--- src/rtl/core/owb_pkg.sv ---
// Shared types, constants and helpers for the one-wire bus master.
`timescale 1ns / 1ps
`default_nettype none

package owb_pkg;

   localparam int unsigned TimeWidth  = 10;
   localparam int unsigned NumRegs    = 8;
   localparam int unsigned IndexWidth = 3;

   // Fixed durations of the write-zero release and the read low phase.
   localparam logic [TimeWidth-1:0] Wr0ReleaseTime = 10'd2;
   localparam logic [TimeWidth-1:0] RdLowTime      = 10'd1;
   localparam logic [3:0]           BitsPerByte    = 4'd8;

   typedef enum logic [1:0] {
      CMD_NONE  = 2'd0,
      CMD_RESET = 2'd1,
      CMD_WRITE = 2'd2,
      CMD_READ  = 2'd3
   } cmd_type;

   typedef enum logic [3:0] {
      PH_IDLE    = 4'd0,
      PH_RST_LOW = 4'd1,
      PH_RST_WT  = 4'd2,
      PH_RST_TL  = 4'd3,
      PH_WR_LOW  = 4'd4,
      PH_WR_REL  = 4'd5,
      PH_RD_LOW  = 4'd6,
      PH_RD_WT   = 4'd7,
      PH_RD_TL   = 4'd8
   } phase_type;

   typedef enum logic [IndexWidth-1:0] {
      REG_RESET_LOW   = 3'd0,
      REG_PRES_WAIT   = 3'd1,
      REG_PRES_TAIL   = 3'd2,
      REG_WR1_LOW     = 3'd3,
      REG_WR1_RELEASE = 3'd4,
      REG_WR0_LOW     = 3'd5,
      REG_RD_SAMPLE   = 3'd6,
      REG_RD_TAIL     = 3'd7
   } reg_index_type;

   typedef struct packed {
      logic [TimeWidth-1:0] reset_low_time;
      logic [TimeWidth-1:0] presence_wait_time;
      logic [TimeWidth-1:0] presence_tail_time;
      logic [TimeWidth-1:0] write_one_low_time;
      logic [TimeWidth-1:0] write_one_release_time;
      logic [TimeWidth-1:0] write_zero_low_time;
      logic [TimeWidth-1:0] read_sample_delay;
      logic [TimeWidth-1:0] read_tail_time;
   } cfg_type;

   typedef struct packed {
      logic [1:0] cmd;
      logic [7:0] write_byte;
      logic       line_level;
   } tick_type;

   typedef struct packed {
      logic       drive_low;
      logic       busy_res;
      logic       done_res;
      logic       presence;
      logic [7:0] read_byte;
   } result_type;

   // A programmed duration of zero still lasts one tick.
   function automatic logic [TimeWidth-1:0] phase_len(input logic [TimeWidth-1:0] dur);
      phase_len = (dur == '0) ? {{(TimeWidth-1){1'b0}}, 1'b1} : dur;
   endfunction

endpackage

`default_nettype wire

--- src/rtl/core/owb_csr.sv ---
// Timing register file of the one-wire bus master.
`timescale 1ns / 1ps
`default_nettype none

module owb_csr
   import owb_pkg::*;
(
   input  wire logic                  clock,
   input  wire logic                  reset,
   input  wire logic                  wr_en,
   input  wire logic [IndexWidth-1:0] wr_index,
   input  wire logic [TimeWidth-1:0]  wr_data,
   output cfg_type                    cfg
);

   cfg_type cfg_ff;
   cfg_type cfg_in;

   always_comb begin
      cfg_in = cfg_ff;
      if (wr_en) begin
         case (reg_index_type'(wr_index))
            REG_RESET_LOW:   cfg_in.reset_low_time         = wr_data;
            REG_PRES_WAIT:   cfg_in.presence_wait_time     = wr_data;
            REG_PRES_TAIL:   cfg_in.presence_tail_time     = wr_data;
            REG_WR1_LOW:     cfg_in.write_one_low_time     = wr_data;
            REG_WR1_RELEASE: cfg_in.write_one_release_time = wr_data;
            REG_WR0_LOW:     cfg_in.write_zero_low_time    = wr_data;
            REG_RD_SAMPLE:   cfg_in.read_sample_delay      = wr_data;
            REG_RD_TAIL:     cfg_in.read_tail_time         = wr_data;
            default:         cfg_in = cfg_ff;
         endcase
      end
   end

   always_ff @(posedge clock) begin
      if (reset) begin
         cfg_ff.reset_low_time         <= 10'd480;
         cfg_ff.presence_wait_time     <= 10'd60;
         cfg_ff.presence_tail_time     <= 10'd100;
         cfg_ff.write_one_low_time     <= 10'd5;
         cfg_ff.write_one_release_time <= 10'd60;
         cfg_ff.write_zero_low_time    <= 10'd70;
         cfg_ff.read_sample_delay      <= 10'd5;
         cfg_ff.read_tail_time         <= 10'd55;
      end else begin
         cfg_ff <= cfg_in;
      end
   end

   assign cfg = cfg_ff;

endmodule

`default_nettype wire

--- src/rtl/core/owb_engine.sv ---
// Phase sequencer of the one-wire bus master: one tick of bus timing per step.
`timescale 1ns / 1ps
`default_nettype none

module owb_engine
   import owb_pkg::*;
(
   input  wire logic     clock,
   input  wire logic     reset,
   input  wire logic     step,
   input  wire tick_type tick,
   input  wire cfg_type  cfg,
   output result_type    result
);

   phase_type            phase_ff,    phase_in;
   logic [TimeWidth-1:0] time_ff,     time_in;
   logic [3:0]           bits_ff,     bits_in;
   logic [7:0]           shift_ff,    shift_in;
   logic                 presence_ff, presence_in;
   logic [7:0]           rd_ff,       rd_in;
   logic                 done;

   always_comb begin
      logic [TimeWidth-1:0] tl_dec;
      logic [3:0]           bits_dec;
      logic [7:0]           shift_nx;

      phase_in    = phase_ff;
      time_in     = time_ff;
      bits_in     = bits_ff;
      shift_in    = shift_ff;
      presence_in = presence_ff;
      rd_in       = rd_ff;
      done        = 1'b0;
      tl_dec      = (time_ff != '0) ? time_ff - 1'b1 : time_ff;
      bits_dec    = bits_ff - 1'b1;
      shift_nx    = {1'b0, shift_ff[7:1]};

      if (phase_ff != PH_IDLE) begin
         time_in = tl_dec;
         if (tl_dec == '0) begin
            case (phase_ff)
               PH_RST_LOW: begin
                  phase_in = PH_RST_WT;
                  time_in  = phase_len(cfg.presence_wait_time);
               end
               PH_RST_WT: begin
                  if (!tick.line_level) begin
                     presence_in = 1'b1;
                     phase_in    = PH_RST_TL;
                     time_in     = phase_len(cfg.presence_tail_time);
                  end else begin
                     presence_in = 1'b0;
                     done        = 1'b1;
                  end
               end
               PH_WR_LOW: begin
                  phase_in = PH_WR_REL;
                  time_in  = shift_ff[0] ? phase_len(cfg.write_one_release_time)
                                         : Wr0ReleaseTime;
               end
               PH_WR_REL: begin
                  shift_in = shift_nx;
                  bits_in  = bits_dec;
                  if (bits_dec == '0) begin
                     done = 1'b1;
                  end else begin
                     phase_in = PH_WR_LOW;
                     time_in  = shift_nx[0] ? phase_len(cfg.write_one_low_time)
                                            : phase_len(cfg.write_zero_low_time);
                  end
               end
               PH_RD_LOW: begin
                  phase_in = PH_RD_WT;
                  time_in  = phase_len(cfg.read_sample_delay);
               end
               PH_RD_WT: begin
                  shift_in = {tick.line_level, shift_ff[7:1]};
                  phase_in = PH_RD_TL;
                  time_in  = phase_len(cfg.read_tail_time);
               end
               PH_RD_TL: begin
                  bits_in = bits_dec;
                  if (bits_dec == '0) begin
                     rd_in = shift_ff;
                     done  = 1'b1;
                  end else begin
                     phase_in = PH_RD_LOW;
                     time_in  = RdLowTime;
                  end
               end
               default: begin
                  done = 1'b1;
               end
            endcase
            if (done) begin
               phase_in = PH_IDLE;
               time_in  = '0;
            end
         end
      end else begin
         case (cmd_type'(tick.cmd))
            CMD_RESET: begin
               phase_in = PH_RST_LOW;
               time_in  = phase_len(cfg.reset_low_time);
            end
            CMD_WRITE: begin
               shift_in = tick.write_byte;
               bits_in  = BitsPerByte;
               phase_in = PH_WR_LOW;
               time_in  = tick.write_byte[0] ? phase_len(cfg.write_one_low_time)
                                             : phase_len(cfg.write_zero_low_time);
            end
            CMD_READ: begin
               shift_in = '0;
               bits_in  = BitsPerByte;
               phase_in = PH_RD_LOW;
               time_in  = RdLowTime;
            end
            default: begin
               phase_in = phase_ff;
            end
         endcase
      end

      result.drive_low = (phase_in inside {PH_RST_LOW, PH_WR_LOW, PH_RD_LOW});
      result.busy_res  = (phase_in != PH_IDLE);
      result.done_res  = done;
      result.presence  = presence_in;
      result.read_byte = rd_in;
   end

   always_ff @(posedge clock) begin
      if (reset) begin
         phase_ff    <= PH_IDLE;
         time_ff     <= '0;
         bits_ff     <= '0;
         shift_ff    <= '0;
         presence_ff <= 1'b0;
         rd_ff       <= '0;
      end else if (step) begin
         phase_ff    <= phase_in;
         time_ff     <= time_in;
         bits_ff     <= bits_in;
         shift_ff    <= shift_in;
         presence_ff <= presence_in;
         rd_ff       <= rd_in;
      end
   end

endmodule

`default_nettype wire

--- src/rtl/core/onewire_bus_master_unit.sv ---
// Top level of the one-wire bus master: tick pipeline, timing registers, sequencer.
//
// Usage: every word on the req_ channel is one microsecond tick. It carries a
// command (none, bus reset, write byte, read byte), the byte to write and the
// bus level sampled during that tick. For each accepted tick exactly one word
// comes out on the rsp_ channel: whether to pull the open-drain line low,
// busy, a one-tick done pulse, the presence flag and the last byte read.
// A command is taken only while the master is idle; otherwise it is ignored.
// From request acceptance to response valid, the word is held in the input
// register, and the sequencer then steps it into the output register.
// Throughput is one tick per clock while the response is not stalled: the
// sequencer advances its phase counter once per word.
// The csr_ channel writes the eight 10-bit timing registers; csr_ready is
// always high and writes are meant to land while the master is idle.
// A synchronous reset empties both pipeline registers, returns the sequencer
// to idle and loads the default timings. When rsp_stall is high the response
// word holds; one further request word is still taken into the input
// register, after which req_stall rises until the response drains.
`timescale 1ns / 1ps
`default_nettype none

module onewire_bus_master_unit
   import owb_pkg::*;
(
   input  wire logic                  clock,
   input  wire logic                  reset,

   input  wire logic                  req_valid,
   output logic                       req_stall,
   input  wire logic [1:0]            req_cmd,
   input  wire logic [7:0]            req_write_byte,
   input  wire logic                  req_line_level,

   output logic                       rsp_valid,
   input  wire logic                  rsp_stall,
   output logic                       rsp_drive_low,
   output logic                       rsp_busy_res,
   output logic                       rsp_done_res,
   output logic                       rsp_presence,
   output logic [7:0]                 rsp_read_byte,

   input  wire logic                  csr_valid,
   output logic                       csr_ready,
   input  wire logic [IndexWidth-1:0] csr_index,
   input  wire logic [TimeWidth-1:0]  csr_data
);

   cfg_type    cfg;
   tick_type   tick_ff;
   logic       in_vld_ff,  in_vld_in;
   logic       out_vld_ff, out_vld_in;
   result_type out_ff;
   result_type step_result;
   logic       out_free;
   logic       step_fire;
   logic       req_take;

   assign csr_ready = 1'b1;

   owb_csr u_csr (
      .clock    (clock),
      .reset    (reset),
      .wr_en    (csr_valid & csr_ready),
      .wr_index (csr_index),
      .wr_data  (csr_data),
      .cfg      (cfg)
   );

   // The output register frees up when it is empty or being taken this cycle.
   assign out_free  = !out_vld_ff || !rsp_stall;
   assign step_fire = in_vld_ff && out_free;
   assign req_stall = in_vld_ff && !out_free;
   assign req_take  = req_valid && !req_stall;

   owb_engine u_engine (
      .clock  (clock),
      .reset  (reset),
      .step   (step_fire),
      .tick   (tick_ff),
      .cfg    (cfg),
      .result (step_result)
   );

   always_comb begin
      in_vld_in = in_vld_ff;
      if (req_take) begin
         in_vld_in = 1'b1;
      end else if (step_fire) begin
         in_vld_in = 1'b0;
      end
      out_vld_in = out_vld_ff && rsp_stall;
      if (step_fire) begin
         out_vld_in = 1'b1;
      end
   end

   always_ff @(posedge clock) begin
      if (reset) begin
         in_vld_ff  <= 1'b0;
         out_vld_ff <= 1'b0;
      end else begin
         in_vld_ff  <= in_vld_in;
         out_vld_ff <= out_vld_in;
      end
   end

   always_ff @(posedge clock) begin
      if (req_take) begin
         tick_ff.cmd        <= req_cmd;
         tick_ff.write_byte <= req_write_byte;
         tick_ff.line_level <= req_line_level;
      end
      if (step_fire) begin
         out_ff <= step_result;
      end
   end

   assign rsp_valid     = out_vld_ff;
   assign rsp_drive_low = out_ff.drive_low;
   assign rsp_busy_res  = out_ff.busy_res;
   assign rsp_done_res  = out_ff.done_res;
   assign rsp_presence  = out_ff.presence;
   assign rsp_read_byte = out_ff.read_byte;

`ifndef SYNTHESIS
   // A sequence that just finished cannot still be busy.
   a_done_not_busy: assert property (@(posedge clock) disable iff (reset)
      rsp_valid && rsp_done_res |-> !rsp_busy_res)
      else $error("done reported while still busy");

   // The line is only pulled low while a sequence is in progress.
   a_drive_needs_busy: assert property (@(posedge clock) disable iff (reset)
      rsp_valid && rsp_drive_low |-> rsp_busy_res)
      else $error("line driven low while idle");

   // A held input word implies the response register is full and stalled.
   a_stall_cause: assert property (@(posedge clock) disable iff (reset)
      req_stall |-> (in_vld_ff && out_vld_ff && rsp_stall))
      else $error("request stalled without a blocked response");

   // Reset leaves no response pending.
   a_reset_empty: assert property (@(posedge clock)
      reset |=> !rsp_valid)
      else $error("response valid right after reset");
`endif

endmodule

`default_nettype wire

--- config.mk ---
export PLATFORM = sky130hd
export DESIGN_NAME = onewire_bus_master_unit
export DESIGN_NICKNAME = d
export VERILOG_FILES = /design/src/rtl/core/owb_pkg.sv /design/src/rtl/core/owb_csr.sv /design/src/rtl/core/owb_engine.sv /design/src/rtl/core/onewire_bus_master_unit.sv
export SDC_FILE = /design/constraint.sdc
export NUM_CORES = 1
export LEC_CHECK = 0
export BUFFER_PORTS_ARGS = -buffer_cell sky130_fd_sc_hd__buf_2
export CORE_ASPECT_RATIO = 1.4
export CORE_MARGIN = 2
export CORE_UTILIZATION = 39
export DETAILED_ROUTE_END_ITERATION = 10
export PLACE_DENSITY = 0.56
export SETUP_SLACK_MARGIN = 0.3
export SYNTH_ARGS = -nofsm -noshare
export SYNTH_HDL_FRONTEND = slang
export SYNTH_SLANG_ARGS = --single-unit
--- constraint.sdc ---
create_clock -name clock -period 3.3 [get_ports clock]
set_input_delay 0 -clock clock [delete_from_list [all_inputs] [get_ports clock]]
set_output_delay 0 -clock clock [all_outputs]
set_load 0.005 [all_outputs]
# Yosys cells after proc, flatten, opt, wreduce, memory -nomap -nowiden
# Index checks and enable logic that the tools add are counted.
# Widths: inputs -> output; s select.
[classes]
n_reduce_logical = 43
muxes = 52
n_eq_ne = 23
addsub = 2
[op_table]
columns = ["op", "count"]
rows = [
  ["$mux 10", 18],
  ["$logic_not 10->1", 9],
  ["$pmux 10 s7", 1],
  ["$mux 8", 6],
  ["$mux 4", 10],
  ["$pmux 8 s2", 2],
  ["$pmux 10 s3", 1],
  ["$pmux 4 s7", 1],
  ["$eq 4x3->1 const B", 6],
  ["$reduce_and 2->1", 10],
  ["$eq 3x3->1 const B", 4],
  ["$pmux 4 s3", 1],
  ["$reduce_bool 4->1", 3],
  ["$mux 1", 11],
  ["$reduce_bool 10->1", 1],
  ["$sub 10x1->10 const B", 1],
  ["$eq 4x1->1 const B", 2],
  ["$reduce_and 4->1", 2],
  ["$eq 3x2->1 const B", 2],
  ["$reduce_bool 3->1", 2],
  ["$eq 2x2->1 const B", 2],
  ["$eq 4x2->1 const B", 1],
  ["$eq 4x4->1 const B", 1],
  ["$logic_and 1x1->1", 4],
  ["13 further kinds", 19],
]
[totals]
reg_bits = 140
inputBits = 29

# Longest topological paths before layout
# Gate-level depths: netlist (run 1).
[depth]
word_depth = 11
mapped_depth = 12
mapped_depth_nobuf = 10

# Cells and area by module
# Synthesis (run 1) repeated with hierarchy kept, for this count alone.
[unflattened]
cells_unflattened = 803
hier_area_um2 = 7369.6
[modules_own_cells]
columns = ["module", "seq_area_each_um2", "instances", "area_each_um2", "cells_per_inst"]
rows = [
  ["owb_engine", 700.7, 1, 3418.3, 472],
  ["owb_csr", 1601.5, 1, 3163.0, 296],
  ["onewire_bus_master_unit", 730.7, 1, 788.3, 35],
]

# Worst setup path after synthesis (run 1)
# Ideal clock, no wire load.
[synth_path]
kind = "reg-to-reg"
from = "register u_engine.time_ff[0]"
to = "register out_ff, in the netlist rsp_drive_low, data pin"
setup_ns = 0.259
path_slack_ns = 0.440
path_buffers = 1
stages_incl_launch_ff = 12
required_ns = 3.041
arrival_ns = 2.601
path_cell_list = "dfxtp_1 -> inv_1 -> ha_1 -> or4b_1 -> buf_2 -> nor4b_1 -> a21oi_1 -> a21bo_1 -> or4_1 -> a22oi_2 -> or3_1 -> a21boi_1"
[synth_rtl]
columns = ["item", "line_no", "source"]
rows = [
  ["start, declared", "owb_engine.sv:17", "logic [TimeWidth-1:0] time_ff, time_in;"],
  ["start signal, assigned", "owb_engine.sv:144", "time_ff <= time_in;"],
  ["end signal, assigned", "onewire_bus_master_unit.sv:114", "out_ff <= step_result;"],
  ["end, declared", "onewire_bus_master_unit.sv:52", "result_type out_ff;"],
]

==> flow_summary.ini, run 1 <==
[outcome]
status = complete, no violations

[yosys]
syn_area_sq_um = 7250
netlist_top_cells_area = dfxtp_1 (32%), nand2_1 (9.9%), edfxtp_1 (9.5%)
yosysUniqueCellTypes = 71
yosysMostFrequentCell = nand2_1
synth_top_area_share_pct = 32.3
syn_avg_cell_area_sq_um = 8.16
synthCells = 888
async_flop_share_pct = 0
synth_flop_cell = dfxtp_1
yosysWarnings = 0
synth_area_leader_cell = dfxtp_1
synth_nets = 924
synthTopCellsByCount = nand2_1 (191), dfxtp_1 (117), a21oi_1 (92)
synth_seq_cells = 140
yosysSeqAreaShare_pct = 41.9
synth_enable_flop_cells = 23

[drt]
drt_first_iter_violations = 459
viasPerCell = 5.61
wl_met3_um = 931
dr.pass1.iters = 6
wirelength_met1_um = 9180
avgRoutedWirePerCell_um = 19.3
drtAntennaViolNets = 0
dr_wl_met2_um = 11900
dr_total_vias = 6706
drc_errors = 0
routed_wl_um = 23100
top_layer = met4

[sta]
timing.final.ws_setup_ns = 0.347
hold_slack_ns = 0.162
min_period_ns = 2.95
setup_viol = 0
max-slew-margin-rel_pct = 26.5
finalSetupTns_ns = 0
final-max-slew-violation-count = 0
max_freq_ghz = 0.339
fin_crit_sh_pct = 89.5
fin_skew_ns = 0.00770
hold_violations = 0
tightestPinTransition_ns = 1.09
rsz0062_at_grt = true

[floorplanning]
die_y_um = 165
fp.dieW_um = 119
std_cell_rows = 59
start_util_pct = 39.4
dieArea_sq_um = 19700
core-area_sq_um = 18400
pin_count = 44

[setup_path]
worst_r2r_path_depth = 10
start_kind = register
critPathRequiredTime_ns = 3.47
slowest_delay_ns = 0.54
cp_max_fo = 7
cp.depth = 10
crit_chain = inv_2 > ha_4 > or4b_4 > nor4b_4 > a21oi_2 > a21bo_2 > or4_4 > a22oi_2 > or3_1 > a21boi_1
cp.arrival_ns = 3.12
crit_type = reg2reg
crit_buf_inv = 1
crit_slowest_cell = or4_4
critPathCaptureType = register
path_delay_family = simple AND/OR/NAND/NOR gates

[clock_tree]
cts_buffer_depth = 2
cts-root-buf = clkbuf_16
cts_sinks = 140
clk_latency_ns = 0.43
clk_pin_slew_worst_paths_ns = 0.06
cts_tree = yes
htreeDepth = 4
cts_inserted_buffers = 17

[placed_design]
io_buffer_count = 42
place_ws_ns = 0.170
gp_congestion = 0.928
dp_hpwl_um = 16300
place_area_sq_um = 7680

[global_routing]
grt_max_degree = 76
antenna_found_initial = 0
overflow = 0
grt_pass1_vias = 6286
gr-usage-all-layers_pct = 23.6
grt_pass1_wl_um = 35700

[finish]
syn_to_final_growth_pct = 19.8
num_antenna_cells = 0
nNetsFinal = 975
finalInstanceArea_sq_um = 8680
layout-drive-gt1-share_pct = 15.8
utilization_pct = 47.2

[hold_path]
holdPathStages = 2
min_path_type = in2reg

[power]
p_per_area_nw_per_um2 = 545
ir_drop_mv = 0.339
p_leak_nw = 3.15

[job]
cap_violations = 0
power breakdown:
| part | total, mW | internal (mW) | switching, mW |
|---|---|---|---|
| Clock | 1.93 | 1.16 | 0.775 |
| Sequential | 1.88 | 1.80 | 0.0758 |
| Combinational | 0.920 | 0.366 | 0.554 |
| Total | 4.73 | 3.33 | 1.40 |
through the flow:
| step | instances | power [mW] |
|---|---|---|
| final | 1196 | 4.73 |
| after global routing | 1196 | 4.92 |
| after CTS | 1190 | 4.70 |
| after detailed placement | 1135 | 2.73 |
| after global placement | 1135 | 2.73 |
| after floorplan | 888 | 2.47 |
registers in the layout (all words and copies together), names as in the netlist, 4 cells and up:
register	flops
u_engine.shift_ff	8
u_csr.cfg	80
tick_ff	11
rsp_read_byte	8
u_engine.rd_ff	8
u_engine.time_ff	10
u_engine.phase_ff	4
u_engine.bits_ff	4
path summary, 6_finish.rpt:
path,start,end,slack [ns]
hold reg to reg,u_engine.presence_ff,u_engine.presence_ff,0.46
setup reg to reg,u_engine.time_ff[0],rsp_drive_low,0.35
setup / recovery,u_engine.time_ff[0],rsp_drive_low,0.35
hold / removal,reset,u_engine.rd_ff[0],0.16
area by class of cell:
type	count	area [sq um]
Multi-Input combinational cell	676	4050
Tap cell	244	305
Clock buffer	20	457
Inverter	13	48.8
Fill cell	1840	9700
Sequential cell	140	3040
Clock inverter	12	136
Timing Repair Buffer	91	651
metal layers:
layer	up-vias	GRT usage (%)
met1	3150	27.0
met4	0	12.4
met5	-	0
met2	203	42.6
li1	3280	-
met3	73	3.61
what timing repair did:
action,4_1_cts,5_1_grt
pin swaps,0,8
buffers inserted,0,6
gates resized for setup,7,21
hold buffers,23,0
endpoints found under the setup margin,4,20
hold endpoints to repair,93,0
cell families after synthesis:
kind of cell | synth area share, %
mux | 5.56
xor+xnor | 0.483
other cells | 0.0518
fa+ha+maj | 1.21
flops | 41.9
buf+inv | 3.95
compound gates | 19.3
simple gates | 27.5
placed cells by master, fill, tap and decap left out, types with 10 or more instances in the layout:
cell,instances
a211oi_1,18
a21oi_1,90
and3_1,12
buf_2,41
buf_4,26
clkbuf_16,17
dfxtp_1,114
dlygate4sd3_1,23
edfxtp_1,23
mux2_2,10
mux2i_1,29
nand2_1,191
nand2b_1,14
nand3_1,11
nand3b_1,29
nor2_1,79
nor3_1,23
nor4_1,13
o21ai_0,14
No activity file was read; power rests on OpenSTA's default activity.
==> inputs of run 2 (changes only) <==
--- a/config.mk
+++ b/config.mk
@@ -5,12 +5,11 @@
 export SDC_FILE = /design/constraint.sdc
 export NUM_CORES = 1
 export LEC_CHECK = 0
-export BUFFER_PORTS_ARGS = -buffer_cell sky130_fd_sc_hd__buf_2
+export BUFFER_PORTS_ARGS = -buffer_cell sky130_fd_sc_hd__buf_4
 export CORE_ASPECT_RATIO = 1.4
 export CORE_MARGIN = 2
 export CORE_UTILIZATION = 39
 export DETAILED_ROUTE_END_ITERATION = 10
-export PLACE_DENSITY = 0.56
 export SETUP_SLACK_MARGIN = 0.3
 export SYNTH_ARGS = -nofsm -noshare
 export SYNTH_HDL_FRONTEND = slang
==> run 2 against run 1 <==
Against the previous run: routed wire length down 1.8%; hold slack lost 0.094 ns; clock power is 5% lower; global-route usage decreased by 0.87 points; via count increased by 1.4%; non-clock buffer count grew 6; die area unchanged; register-to-register slack better by 0.05 ns; critical endpoint is now u_engine.rd_ff[1]; largest cell class unchanged; largest power group is now sequential cells.
==> flow_summary.ini, run 2 (synthesis results as in run 1) <==
[finish]
layout-drive-gt1-share_pct = 15.8
layout_common_cells = nand2_1 (191), dfxtp_1 (113), a21oi_1 (91)
nNetsFinal = 981
largest_reg_flops = 80
syn_to_final_growth_pct = 21.0
fillers = 1777
final_common_cell = nand2_1
final_cells = 1202
num_antenna_cells = 0

[setup_path]
slowest_delay_ns = 0.54
cp.arrival_ns = 3.20
cp_max_fo = 9
crit_slowest_cell = or4_1
crit_chain = or3_4 > or4_1 > o221ai_2 > a21boi_4 > nand3_4 > nor2_8 > mux2i_1 > nor2_1
critPathCaptureType = register
start_kind = register
crit_type = reg2reg
critPathRequiredTime_ns = 3.59

[drt]
viasPerCell = 5.66
routed_wl_um = 22700
dr.pass1.iters = 6
dr_total_vias = 6800
drc_errors = 0
drt_first_iter_violations = 656
drtAntennaViolNets = 0
avgRoutedWirePerCell_um = 18.9

[sta]
final-max-slew-violation-count = 0
max_freq_ghz = 0.344
max-slew-margin-rel_pct = 25.0
tightestPinTransition_ns = 1.12
min_period_ns = 2.91
hold_violations = 0
rsz0062_at_grt = false
setup_viol = 0
fin_skew_ns = 0.0111
finalSetupTns_ns = 0
fin_crit_sh_pct = 88.1

[global_routing]
gr-usage-all-layers_pct = 22.8
antenna_found_initial = 0
overflow = 0
grt_pass1_wl_um = 34300
grt_pass1_vias = 6362
grt_max_degree = 57

[clock_tree]
cts_buffer_depth = 2
cts-root-buf = clkbuf_16
cts_sinks = 140
htreeDepth = 4
cts_tree = yes
clk_latency_ns = 0.43
cts_inserted_buffers = 17
clk_pin_slew_worst_paths_ns = 0.06

[floorplanning]
core-area_sq_um = 18400
start_util_pct = 39.4
fp.dieW_um = 119
die_y_um = 165
dieArea_sq_um = 19700
pin_count = 44
std_cell_rows = 59

[job]
cap_violations = 0

[hold_path]
min_path_type = in2reg

[power]
p_per_area_nw_per_um2 = 529
p_leak_nw = 3.19
ir_drop_mv = 0.349
p_total_mw = 4.64

[placed_design]
dp.cells = 1138
io_buffer_count = 42
gp_congestion = 0.948
dp_hpwl_um = 16100

[outcome]
status = complete, no violations
## run 2: changes by cell type in the layout (fill, tap and decap cells not counted), sizes merged
cell / delta
buf: +6
bufinv: -2
inv: +2
## run 2: path summary, 6_finish.rpt
check / startpoint / end / slack (ns) / cells after the start
setup / recovery: u_engine.time_ff[2] / u_engine.rd_ff[1] / 0.39 / 8
hold / removal: reset / u_engine.rd_ff[0] / 0.07 / 2
setup reg to reg: u_engine.time_ff[2] / u_engine.rd_ff[1] / 0.39 / 8
hold reg to reg: u_csr.cfg[20] / u_csr.cfg[20] / 0.46 / 2
## run 2: repair_timing
action / CTS / global route
setup endpoints to repair: 4 / 15
hold buffers: 23 / 0
setup buffers: 2 / 7
hold endpoints to repair: 93 / 0
gates resized for setup: 2 / 22
pin swaps: 1 / 6
## run 2: area by class of cell
type	instances	area [sq um]	share of cell area (%)
clock buffers	20	458	5.22
clock inverters	12	104	1.18
inverters	13	48.8	0.557
multi-input cells	676	4010	45.8
flip-flops and latches	140	3040	34.7
well taps	244	305	3.48
repair buffers	97	798	9.11
## run 2: per-stage QoR
stage          hold slack (ns)  setup WS [ns]  instance area [sq um]  utilization [%]
3_5_place_dp             0.180          0.242                   7810             42.5
4_1_cts                 0.0712          0.315                   8630             47.0
3_3_place_gp             0.179          0.264                   7810             42.5
2_1_floorplan           0.0989          0.440                   7250                -
6_report                0.0680          0.393                   8770             47.7
5_1_grt                 0.0917          0.287                   8770             47.7
## run 2: report_power, final
| group | leakage (nW) | internal (mW) | total [mW] | switching [mW] |
|---|---|---|---|---|
| combinational | 1.75 | 0.384 | 0.935 | 0.551 |
| clock | 0.271 | 1.03 | 1.83 | 0.803 |
| sequential | 1.17 | 1.80 | 1.87 | 0.0705 |
| total | 3.19 | 3.21 | 4.64 | 1.42 |
## run 2: critical path, delay by kind of cell (launching register included)
kind / cells / cell delay, ns
simple gates: 5 / 1.55
compound gates: 2 / 0.60
flops: 1 / 0.40
mux: 1 / 0.22
## run 2: layer usage
metal	vias up	track usage (%)	wire, um
li1	3296	-	-
met1	3240	25.0	8750
met2	194	41.3	11800
met3	70	3.50	1050
met4	0	14.0	1160
met5	-	0	0
